<file path="src/rtl/core/itaf_pkg.sv">
`timescale 1ns / 1ps

package itaf_pkg;

    // Fixed-length modes never emit more characters than this
    localparam int MAX_FIELD_CHARS = 16;
    localparam int RESULT_CAP      = 16;
    localparam int FIELD_CAP       = (MAX_FIELD_CHARS < RESULT_CAP) ? MAX_FIELD_CHARS
                                                                    : RESULT_CAP;

    localparam int VALUE_BITS = 32;
    localparam int DEC_DIGITS = 10;
    localparam int HEX_DIGITS = 8;
    localparam int BIN_DIGITS = 16;

    // Format modes
    localparam logic [2:0] MODE_DEC  = 3'd0;
    localparam logic [2:0] MODE_FIX  = 3'd1;
    localparam logic [2:0] MODE_SDEC = 3'd2;
    localparam logic [2:0] MODE_SFIX = 3'd3;
    localparam logic [2:0] MODE_HEX  = 3'd4;
    localparam logic [2:0] MODE_BIN  = 3'd5;

    // ASCII codes
    localparam logic [6:0] CH_ZERO  = 7'h30;
    localparam logic [6:0] CH_A     = 7'h41;
    localparam logic [6:0] CH_PLUS  = 7'h2B;
    localparam logic [6:0] CH_MINUS = 7'h2D;

    typedef logic [DEC_DIGITS-1:0][3:0] t_bcd;
    typedef logic [HEX_DIGITS-1:0][3:0] t_hex;

endpackage

</file>
<file path="src/rtl/core/integer_to_ascii_formatter.sv">
`timescale 1ns / 1ps

// Integer to ASCII formatter. One input transfer carries a 32-bit value, a
// format mode (tuser) and a text position; the block answers with one output
// transfer per character, most significant first, each tagged with its row
// and column, the final one with tlast. Decimal modes run a bit-serial
// double-dabble conversion: one bit of the value per cycle into ten BCD
// digits, so a decimal item passes through an accept step, the conversion,
// a length step and then its characters (up to 16), each sent once the
// output side can take it. Hex and binary skip the conversion. Modes 6 and 7
// produce nothing and the block is ready again on the next cycle. A new input
// is taken as soon as the last character of the previous one has entered the
// output register.
module integer_to_ascii_formatter (
    input  logic        i_clk,
    input  logic        i_rst_n,
    // s_axis_tdata: value[31:0], field_length[36:32], text_row[38:37],
    //               start_column[42:39], zero fill [47:43]
    input  logic        s_axis_tvalid,
    output logic        s_axis_tready,
    input  logic [47:0] s_axis_tdata,
    // s_axis_tuser: mode[2:0]
    input  logic [2:0]  s_axis_tuser,
    // m_axis_tdata: char_code[6:0], out_row[8:7], out_column[13:9], zero fill [15:14]
    output logic        m_axis_tvalid,
    input  logic        m_axis_tready,
    output logic [15:0] m_axis_tdata,
    output logic        m_axis_tlast
);
    import itaf_pkg::*;

    localparam logic [1:0] ST_IDLE = 2'd0;
    localparam logic [1:0] ST_CONV = 2'd1;
    localparam logic [1:0] ST_LOAD = 2'd2;
    localparam logic [1:0] ST_EMIT = 2'd3;

    logic [1:0]  r_state, n_state;
    logic [2:0]  r_mode, n_mode;
    logic [31:0] r_val, n_val;
    t_bcd        r_bcd, n_bcd;
    logic [4:0]  r_bit, n_bit;
    logic        r_neg, n_neg;
    logic [4:0]  r_flen, n_flen;
    logic [1:0]  r_row, n_row;
    logic [4:0]  r_col, n_col;
    logic        r_sign_pend, n_sign_pend;
    logic [4:0]  r_rem, n_rem;
    logic [3:0]  r_idx, n_idx;
    logic        r_out_valid, n_out_valid;
    logic [15:0] r_out_data, n_out_data;
    logic        r_out_last, n_out_last;

    // input fields
    logic [31:0] w_value;
    logic [4:0]  w_flen;
    logic [1:0]  w_row;
    logic [3:0]  w_scol;
    logic        w_accept;

    assign w_value  = s_axis_tdata[31:0];
    assign w_flen   = s_axis_tdata[36:32];
    assign w_row    = s_axis_tdata[38:37];
    assign w_scol   = s_axis_tdata[42:39];
    assign s_axis_tready = (r_state == ST_IDLE);
    assign w_accept = s_axis_tvalid && s_axis_tready;

    assign m_axis_tvalid = r_out_valid;
    assign m_axis_tdata  = r_out_data;
    assign m_axis_tlast  = r_out_last;

    // double-dabble correction: add 3 to every digit of 5 or more
    t_bcd w_bcd_adj;
    always_comb begin
        for (int k = 0; k < DEC_DIGITS; k++) begin
            w_bcd_adj[k] = (r_bcd[k] >= 4'd5) ? r_bcd[k] + 4'd3 : r_bcd[k];
        end
    end

    // significant decimal digits, at least one
    logic [4:0] w_sig_len;
    always_comb begin
        w_sig_len = 5'd1;
        for (int k = 0; k < DEC_DIGITS; k++) begin
            if (r_bcd[k] != 4'd0) w_sig_len = 5'(k + 1);
        end
    end

    // character at the current digit index
    t_hex       w_hex;
    logic [15:0] w_low16;
    logic [3:0] w_nib;
    logic [3:0] w_dec;
    logic [6:0] w_digit_ch;
    assign w_hex   = r_val;
    assign w_low16 = r_val[15:0];
    assign w_nib   = w_hex[r_idx[2:0]];
    assign w_dec   = (r_idx < 4'(DEC_DIGITS)) ? r_bcd[r_idx] : 4'd0;

    always_comb begin
        unique case (r_mode)
            MODE_HEX: w_digit_ch = (w_nib < 4'd10) ? CH_ZERO + {3'd0, w_nib}
                                                   : CH_A + {3'd0, w_nib} - 7'd10;
            MODE_BIN: w_digit_ch = CH_ZERO + {6'd0, w_low16[r_idx]};
            default:  w_digit_ch = CH_ZERO + {3'd0, w_dec};
        endcase
    end

    logic       w_can_load;
    logic [4:0] w_cnt;
    logic       w_sign;
    assign w_can_load = !r_out_valid || m_axis_tready;

    // digit count and sign flag per mode, known once the digits are ready
    always_comb begin
        w_sign = 1'b0;
        unique case (r_mode)
            MODE_DEC:  w_cnt = w_sig_len;
            MODE_FIX:  w_cnt = r_flen;
            MODE_SDEC: begin
                w_cnt  = w_sig_len;
                w_sign = 1'b1;
            end
            MODE_SFIX: begin
                w_cnt  = (r_flen > 5'd1) ? r_flen - 5'd1 : 5'd0;
                w_sign = 1'b1;
            end
            MODE_HEX:  w_cnt = 5'(HEX_DIGITS);
            MODE_BIN:  w_cnt = 5'(BIN_DIGITS);
            default:   w_cnt = 5'd0;
        endcase
    end

    always_comb begin
        n_state     = r_state;
        n_mode      = r_mode;
        n_val       = r_val;
        n_bcd       = r_bcd;
        n_bit       = r_bit;
        n_neg       = r_neg;
        n_flen      = r_flen;
        n_row       = r_row;
        n_col       = r_col;
        n_sign_pend = r_sign_pend;
        n_rem       = r_rem;
        n_idx       = r_idx;
        n_out_valid = r_out_valid && !m_axis_tready;
        n_out_data  = r_out_data;
        n_out_last  = r_out_last;

        unique case (r_state)
            ST_IDLE: begin
                if (w_accept) begin
                    n_mode = s_axis_tuser;
                    n_neg  = w_value[31];
                    // signed modes convert the magnitude
                    n_val  = ((s_axis_tuser == MODE_SDEC || s_axis_tuser == MODE_SFIX)
                              && w_value[31]) ? 32'd0 - w_value : w_value;
                    n_flen = (w_flen > 5'(FIELD_CAP)) ? 5'(FIELD_CAP) : w_flen;
                    n_row  = w_row;
                    n_col  = {1'b0, w_scol};
                    n_bcd  = '0;
                    n_bit  = 5'd0;
                    if (s_axis_tuser <= MODE_SFIX)
                        n_state = ST_CONV;
                    else if (s_axis_tuser == MODE_HEX || s_axis_tuser == MODE_BIN)
                        n_state = ST_LOAD;
                end
            end
            ST_CONV: begin
                // shift left one bit; the top bit of the top digit is never set
                n_bcd = {w_bcd_adj[DEC_DIGITS-1][2:0], w_bcd_adj[DEC_DIGITS-2:0], r_val[31]};
                n_val = {r_val[30:0], 1'b0};
                n_bit = r_bit + 5'd1;
                if (r_bit == 5'(VALUE_BITS - 1)) n_state = ST_LOAD;
            end
            ST_LOAD: begin
                n_sign_pend = w_sign;
                n_rem       = w_cnt;
                n_idx       = 4'(w_cnt - 5'd1);
                n_state     = (w_sign || w_cnt != 5'd0) ? ST_EMIT : ST_IDLE;
            end
            ST_EMIT: begin
                if (w_can_load) begin
                    n_out_valid = 1'b1;
                    n_col       = r_col + 5'd1;
                    if (r_sign_pend) begin
                        n_out_data  = {2'b00, r_col, r_row, r_neg ? CH_MINUS : CH_PLUS};
                        n_out_last  = (r_rem == 5'd0);
                        n_sign_pend = 1'b0;
                        if (r_rem == 5'd0) n_state = ST_IDLE;
                    end else begin
                        n_out_data = {2'b00, r_col, r_row, w_digit_ch};
                        n_out_last = (r_rem == 5'd1);
                        n_rem      = r_rem - 5'd1;
                        n_idx      = r_idx - 4'd1;
                        if (r_rem == 5'd1) n_state = ST_IDLE;
                    end
                end
            end
            default: n_state = ST_IDLE;
        endcase
    end

    always_ff @(posedge i_clk) begin
        if (!i_rst_n) begin
            r_state     <= ST_IDLE;
            r_out_valid <= 1'b0;
            r_sign_pend <= 1'b0;
            r_rem       <= 5'd0;
        end else begin
            r_state     <= n_state;
            r_out_valid <= n_out_valid;
            r_sign_pend <= n_sign_pend;
            r_rem       <= n_rem;
        end
        r_mode     <= n_mode;
        r_val      <= n_val;
        r_bcd      <= n_bcd;
        r_bit      <= n_bit;
        r_neg      <= n_neg;
        r_flen     <= n_flen;
        r_row      <= n_row;
        r_col      <= n_col;
        r_idx      <= n_idx;
        r_out_data <= n_out_data;
        r_out_last <= n_out_last;
    end

    // emitting always has something left to send
    a_emit_nonempty: assert property (@(posedge i_clk) disable iff (!i_rst_n)
        (r_state == ST_EMIT) |-> (r_sign_pend || r_rem != 5'd0))
        else $error("emit state with no character left");

    // conversion ends after exactly one pass over the value bits
    a_conv_end: assert property (@(posedge i_clk) disable iff (!i_rst_n)
        (r_state == ST_CONV && r_bit == 5'(VALUE_BITS - 1)) |=> (r_state == ST_LOAD))
        else $error("conversion did not finish on the last bit");

    // never more digit characters than a field can hold
    a_rem_cap: assert property (@(posedge i_clk) disable iff (!i_rst_n)
        (r_state == ST_EMIT) |-> (r_rem <= 5'(RESULT_CAP)))
        else $error("character count above cap");

    // an accepted item never starts emitting in the next cycle
    a_accept_next: assert property (@(posedge i_clk) disable iff (!i_rst_n)
        w_accept |=> (r_state != ST_EMIT))
        else $error("emit without conversion or length step");

    // a held output transfer stays put while the block keeps working
    a_out_hold: assert property (@(posedge i_clk) disable iff (!i_rst_n)
        (r_out_valid && !m_axis_tready) |=> (r_out_valid && $stable(r_out_data)))
        else $error("pending output overwritten");

endmodule
</file>
<file path="config.mk">
export PLATFORM = sky130hd
export DESIGN_NAME = integer_to_ascii_formatter
export DESIGN_NICKNAME = d
export VERILOG_FILES = /design/src/rtl/core/itaf_pkg.sv /design/src/rtl/core/integer_to_ascii_formatter.sv
export SDC_FILE = /design/constraint.sdc
export NUM_CORES = 1
export LEC_CHECK = 0
export BUFFER_PORTS_ARGS = -buffer_cell sky130_fd_sc_hd__buf_4
export CAP_MARGIN = 15
export CORE_UTILIZATION = 35
export DETAILED_ROUTE_END_ITERATION = 12
export SKIP_CTS_REPAIR_TIMING = 1
export SYNTH_ARGS = -nofsm -noshare
export SYNTH_HDL_FRONTEND = slang
export SYNTH_SLANG_ARGS = --single-unit
export TNS_END_PERCENT = 50
</file>
<file path="constraint.sdc">
create_clock -name i_clk -period 2.9 [get_ports i_clk]
set_input_delay 0.435 -clock i_clk [delete_from_list [all_inputs] [get_ports i_clk]]
set_output_delay 0.435 -clock i_clk [all_outputs]
set_load 0.02 [all_outputs]
</file>
# After elaboration in Yosys (flattened, before gate mapping)
# Cells that the tools add are included.
# word_totals
regBits	121
in_bits	55
output_inout_bits	19
wordCells	182
# op_classes
add_sub_neg	22
magnitude_cmp	17
eq_ne	21
muxes	64
n_reduce_logical	34
# op_table
op	n
case mux 40 bit (2 select lines)	1
2-to-1 mux 5 bit	14
2-to-1 mux 32 bit	2
case mux 32 bit (2 select lines)	1
2-to-1 mux 4 bit	14
greater-or-equal comparator 4 x 3 -> 1 bit, second input constant	10
2-to-1 mux 40 bit	1
adder 4 x 2 -> 4 bit, second input constant	9
nonzero test 4 bit	9
subtractor 1 x 32 -> 32 bit, first input constant	1
case mux 5 bit (2 select lines)	3
case mux 5 bit (5 select lines)	1
2-to-1 mux 2 bit	10
binary-select mux 4 bit (select 4 bit)	1
adder 6 x 4 -> 7 bit, first input constant	2
2-to-1 mux 7 bit	2
case mux 7 bit (2 select lines)	1
binary-select mux 4 bit (select 3 bit)	1
equality test 3 x 2 -> 1 bit, second input constant	4
equality test 3 bit, second input constant	4
adder 5 x 1 -> 5 bit, second input constant	2
subtractor 5 x 1 -> 5 bit, second input constant	2
less-than comparator 4 bit, second input constant	2
case mux 2 bit (4 select lines)	1
36 further kinds	60

# Depth between registers and ports, before layout
# depth
word_depth	15
ltp_mapped	9

# Worst setup path after synthesis
# OpenSTA, ideal clock, no wires.
# synth_path
path_type	reg2reg
startpoint	register r_state[1]
endpoint	register r_bcd[0] in the netlist's numbering (enable)
arrival_ns	2.409
t_required_ns	2.124
setup_slack_ns	-0.285
path_stages_with_launch	6
path_buffers	3
cell_sequence	dfxtp_1 clkbuf_1 nand2b_1 clkbuf_1 clkbuf_1 nand2_1
# synth_via
elab_chain_cells	4
elab_cells_between_ends	6
classes_between	2 x eq/ne; 4 x reduce/logical
# synth_rtl
element	line	text
start: declaration	integer_to_ascii_formatter.sv:37	logic [1:0] r_state, n_state;
start signal: assignment	integer_to_ascii_formatter.sv:211	r_state <= n_state;
logical NOT 2 bit	integer_to_ascii_formatter.sv:64, integer_to_ascii_formatter.sv:150	
logical AND 1 bit	integer_to_ascii_formatter.sv:65	assign w_accept = s_axis_tvalid && s_axis_tready;
inequality test 2 x 1 -> 1 bit (no source line)	--	
AND reduction 2 bit (no source line) *	--	
end signal: assignment	integer_to_ascii_formatter.sv:218	r_bcd <= n_bcd;
end: declaration	integer_to_ascii_formatter.sv:40	t_bcd r_bcd, n_bcd;
# Mark *: on every way between the ends. The rest lies on a longest branch, timed or not.
# A chain may end at the register's enable or synchronous reset.

# Final worst setup path
# layout_path
startpoint	register r_bcd[36] in the netlist's numbering
endpoint	register r_idx[2], data pin
# layout_via
elab_chain_cells	5
# layout_rtl
element	line	text
nonzero test 4 bit	integer_to_ascii_formatter.sv:84	if (r_bcd[k] != 4'd0) w_sig_len = 5'(k + 1);
2-to-1 mux 5 bit	integer_to_ascii_formatter.sv:84	
case mux 5 bit (5 select lines)	integer_to_ascii_formatter.sv:116	unique case (r_mode)
subtractor 4 x 1 -> 4 bit	integer_to_ascii_formatter.sv:179	n_idx = 4'(w_cnt - 5'd1);
case mux 4 bit (2 select lines)	integer_to_ascii_formatter.sv:150	unique case (r_state)
net n_idx[2]	integer_to_ascii_formatter.sv:48	logic [3:0] r_idx, n_idx;
end signal: assignment	integer_to_ascii_formatter.sv:224	r_idx <= n_idx;
end: declaration	integer_to_ascii_formatter.sv:48	
# The timed path passes the listed nets, and every way through them passes these cells.

==> flow_summary.ini <==
[run_status]
status = complete, no violations

[clock_tree]
clock_latency_ns = 0.41
clkTransAtPathRegs_ns = 0.05
cts_root_buffer = clkbuf_16
cts_buffers = 17
tritoncts = built
ctsHtreeMaxLevel = 4
clock_tree.buffer_depth = 2
cts.sinks = 121

[worst_setup_path]
critical_path.max_stage_delay_ns = 0.51
endpoint_kind = register
worst_ep_required_time_ns = 3.05
critPathBufInv = 1
path_cells = inv_1 -> ha_1 -> or3b_2 -> nor3_1 -> o21ai_0 -> o2bb2ai_1 -> mux2i_1 -> ha_1 -> xnor2_1
critPathKind = register to register
cp_max_fo = 4
start_kind = register
worst_ep_arrival_time_ns = 2.84
critPathTopFamily = simple AND/OR/NAND/NOR gates
slowest_stage = or3b_2
cp_common_cell = ha_1

[floorplan]
die_w_um = 150
coreArea_um2 = 21200
ios = 74
die_h_um = 150
rows = 53
die_area_um2 = 22400
start_util_pct = 36.0

[global_route]
globalRouteTotalUtil_pct = 15.7
grt_antenna_before_repair = 0
busiest_layer = met2
grt_first_pass_wirelength_um = 27100
grt_pass1_vias = 5270
grt-ovfl-total = 0
met2_usage_pct = 25.0
use_met1_pct = 21.4
grt_max_degree = 60
grtUsageMet3_pct = 3.60

[timing]
fin_tns_setup_ns = 0
grt_setup_unrepaired = no
hold_viol = 0
period_share_pct = 92.7
maxSlewHeadroom_pct = 56.5
fin_skew_ns = 0.00678
worst_pin_slew_ns = 0.645
setup_viol = 0
finalMaxSlewViolations = 0
layout_min_cycle_time_ns = 2.69
timing.fmax_mhz = 372

[synthesis]
synth_cell_types = 66
avgSynthCellArea_um2 = 10.3
synth-seq-cells = 121
synth_area_um2 = 7650
syn_inst = 740
ys_warn_count = 0
synth_seq_area_share_pct = 46.3
synth-edff-count = 112
synth_top_flop_cell = edfxtp_1
synthArstFlopShare_pct = 0

[pwr]
switching_power_w = 0.00372
p_per_area_nw_per_um2 = 1090
leakagePower_nw = 3.40
p_int_w = 0.00620
comb_power_share_pct = 39.5
pwr-share-clk_pct = 23.0
seqPwrFrac_pct = 37.6
p_total_w = 0.00992
peakVddDrop_v = 0.000508
sw_frac_of_total_pct = 37.5

[detailed_routing]
post_drt_wl_per_cell_um = 15.7
vias = 5618
drt_iter0_markers = 318
remaining_drc_errors = 0
viasPerCell = 5.15
routed_wl_um = 17100
postRouteAntennaNets = 0
dr.pass1.iters = 5

[cells_and_area]
drive_gt1_share_pct = 16.0
fill_cells = 2034
num_antenna_cells = 0
fin_nets = 892
area_growth_pct = 18.6

[min_path]
hold_class = input pin to register

[run]
cap_violations = 0

[placed_design]
place_hpwl_um = 12100
io_buffers = 66
place.gp.congestion = 0.788
cell type report:
class | count | area, µm² | share of cell area [%]
Multi-Input combinational cell | 549 | 3790 | 41.8
Tap cell | 275 | 344 | 3.79
Clock buffer | 17 | 425 | 4.69
Clock inverter | 14 | 205 | 2.26
Inverter | 35 | 131 | 1.45
Sequential cell | 121 | 3540 | 39.1
Timing Repair Buffer | 79 | 631 | 6.95
kinds of logic after synthesis:
logic type | synth area share (%)
AOI/OAI and AO/OA | 12.0
xor gates and xnor gates | 6.41
adders and majority gates | 5.56
buffers and inverters | 4.35
DFF | 46.3
muxes | 9.05
other | 0.0490
and+or+nand+nor | 16.2
cells in the mapped netlist, types with 3 or more instances:
library cell / number / area (µm²)
a21oi_1: 52 / 260
a31oi_1: 5 / 31.3
and2_1: 9 / 56.3
and4b_1: 3 / 30.0
buf_2: 3 / 15.0
buf_4: 5 / 37.5
clkbuf_1: 24 / 90.1
dfxtp_1: 9 / 180
edfxtp_1: 112 / 3360
ha_1: 34 / 425
inv_1: 34 / 128
mux2i_1: 14 / 140
mux4_1: 11 / 289
mux4_2: 9 / 203
nand2_1: 87 / 327
nand2b_1: 18 / 113
nand3_1: 10 / 50.1
nor2_1: 79 / 297
nor2b_1: 11 / 68.8
nor3_1: 18 / 90.1
nor3b_1: 7 / 52.6
nor4_1: 6 / 37.5
o21ai_0: 60 / 300
o21ai_1: 4 / 20.0
o22ai_1: 3 / 18.8
o31ai_1: 4 / 30.0
o32ai_1: 3 / 26.3
o41ai_1: 5 / 43.8
xnor2_1: 27 / 236
xor2_1: 29 / 254
stage by stage:
stage          std cells  hold slack, ns  area, µm²  worst slack, ns  util (%)
2_1_floorplan        741           0.400       7650            0.479         -
3_3_place_gp        1059           0.402       8440            0.350      39.8
3_5_place_dp        1059           0.418       8440            0.268      39.8
4_1_cts             1090           0.191       9070            0.240      42.8
5_1_grt             1090           0.185       9070           0.0417      42.8
6_report            1090           0.207       9070            0.212      42.8
path summary, 6_finish.rpt:
kind | cells past startpoint | slack, ns | start | to
worst min-delay path | 1 | 0.21 | s_axis_tuser[0] | r_mode[0]
worst max register to register | 9 | 0.21 | r_bcd[36] | r_idx[2]
worst max-delay path | 9 | 0.21 | r_bcd[36] | r_idx[2]
worst min register to register | 0 | 0.42 | r_row[0] | m_axis_tdata[7]
cells in the final DEF, fill, tap and decap left out, types with 11 or more instances in the layout:
master	n
buf_4	76
mux2i_1	14
clkbuf_16	17
inv_1	34
mux4_1	11
nand2_1	86
a21oi_1	52
o21ai_0	60
nor2_1	79
xnor2_1	27
ha_1	34
nor3_1	18
nand2b_1	17
edfxtp_1	112
xor2_1	29
power groups by stage:
stage          clock [W]  sequential [W]  combinational, W
2_1_floorplan          0         0.00346           0.00306
3_3_place_gp           0         0.00373           0.00386
3_5_place_dp           0         0.00374           0.00393
4_1_cts          0.00232         0.00373           0.00395
5_1_grt          0.00239         0.00383           0.00438
6_report         0.00228         0.00373           0.00392
routing by layer:
layer	routed length, µm	part of all wire (%)
met5	0	0
met4	169	0.99
met3	739	4.3
met2	7840	46
met1	8360	49
state kept, by name, indices dropped and copies added, names as in the netlist:
| name | cells |
|---|---|
| r_neg | 1 |
| r_sign_pend | 1 |
| m_axis_tdata | 14 |
| r_mode | 3 |
| r_idx | 4 |
| r_bcd | 40 |
| r_rem | 5 |
| r_row | 2 |
| m_axis_tvalid | 1 |
| r_flen | 5 |
| r_val | 32 |
| r_col | 5 |
| r_state | 2 |
| r_bit | 5 |
| m_axis_tlast | 1 |
No activity file was read; power rests on OpenSTA's default activity.
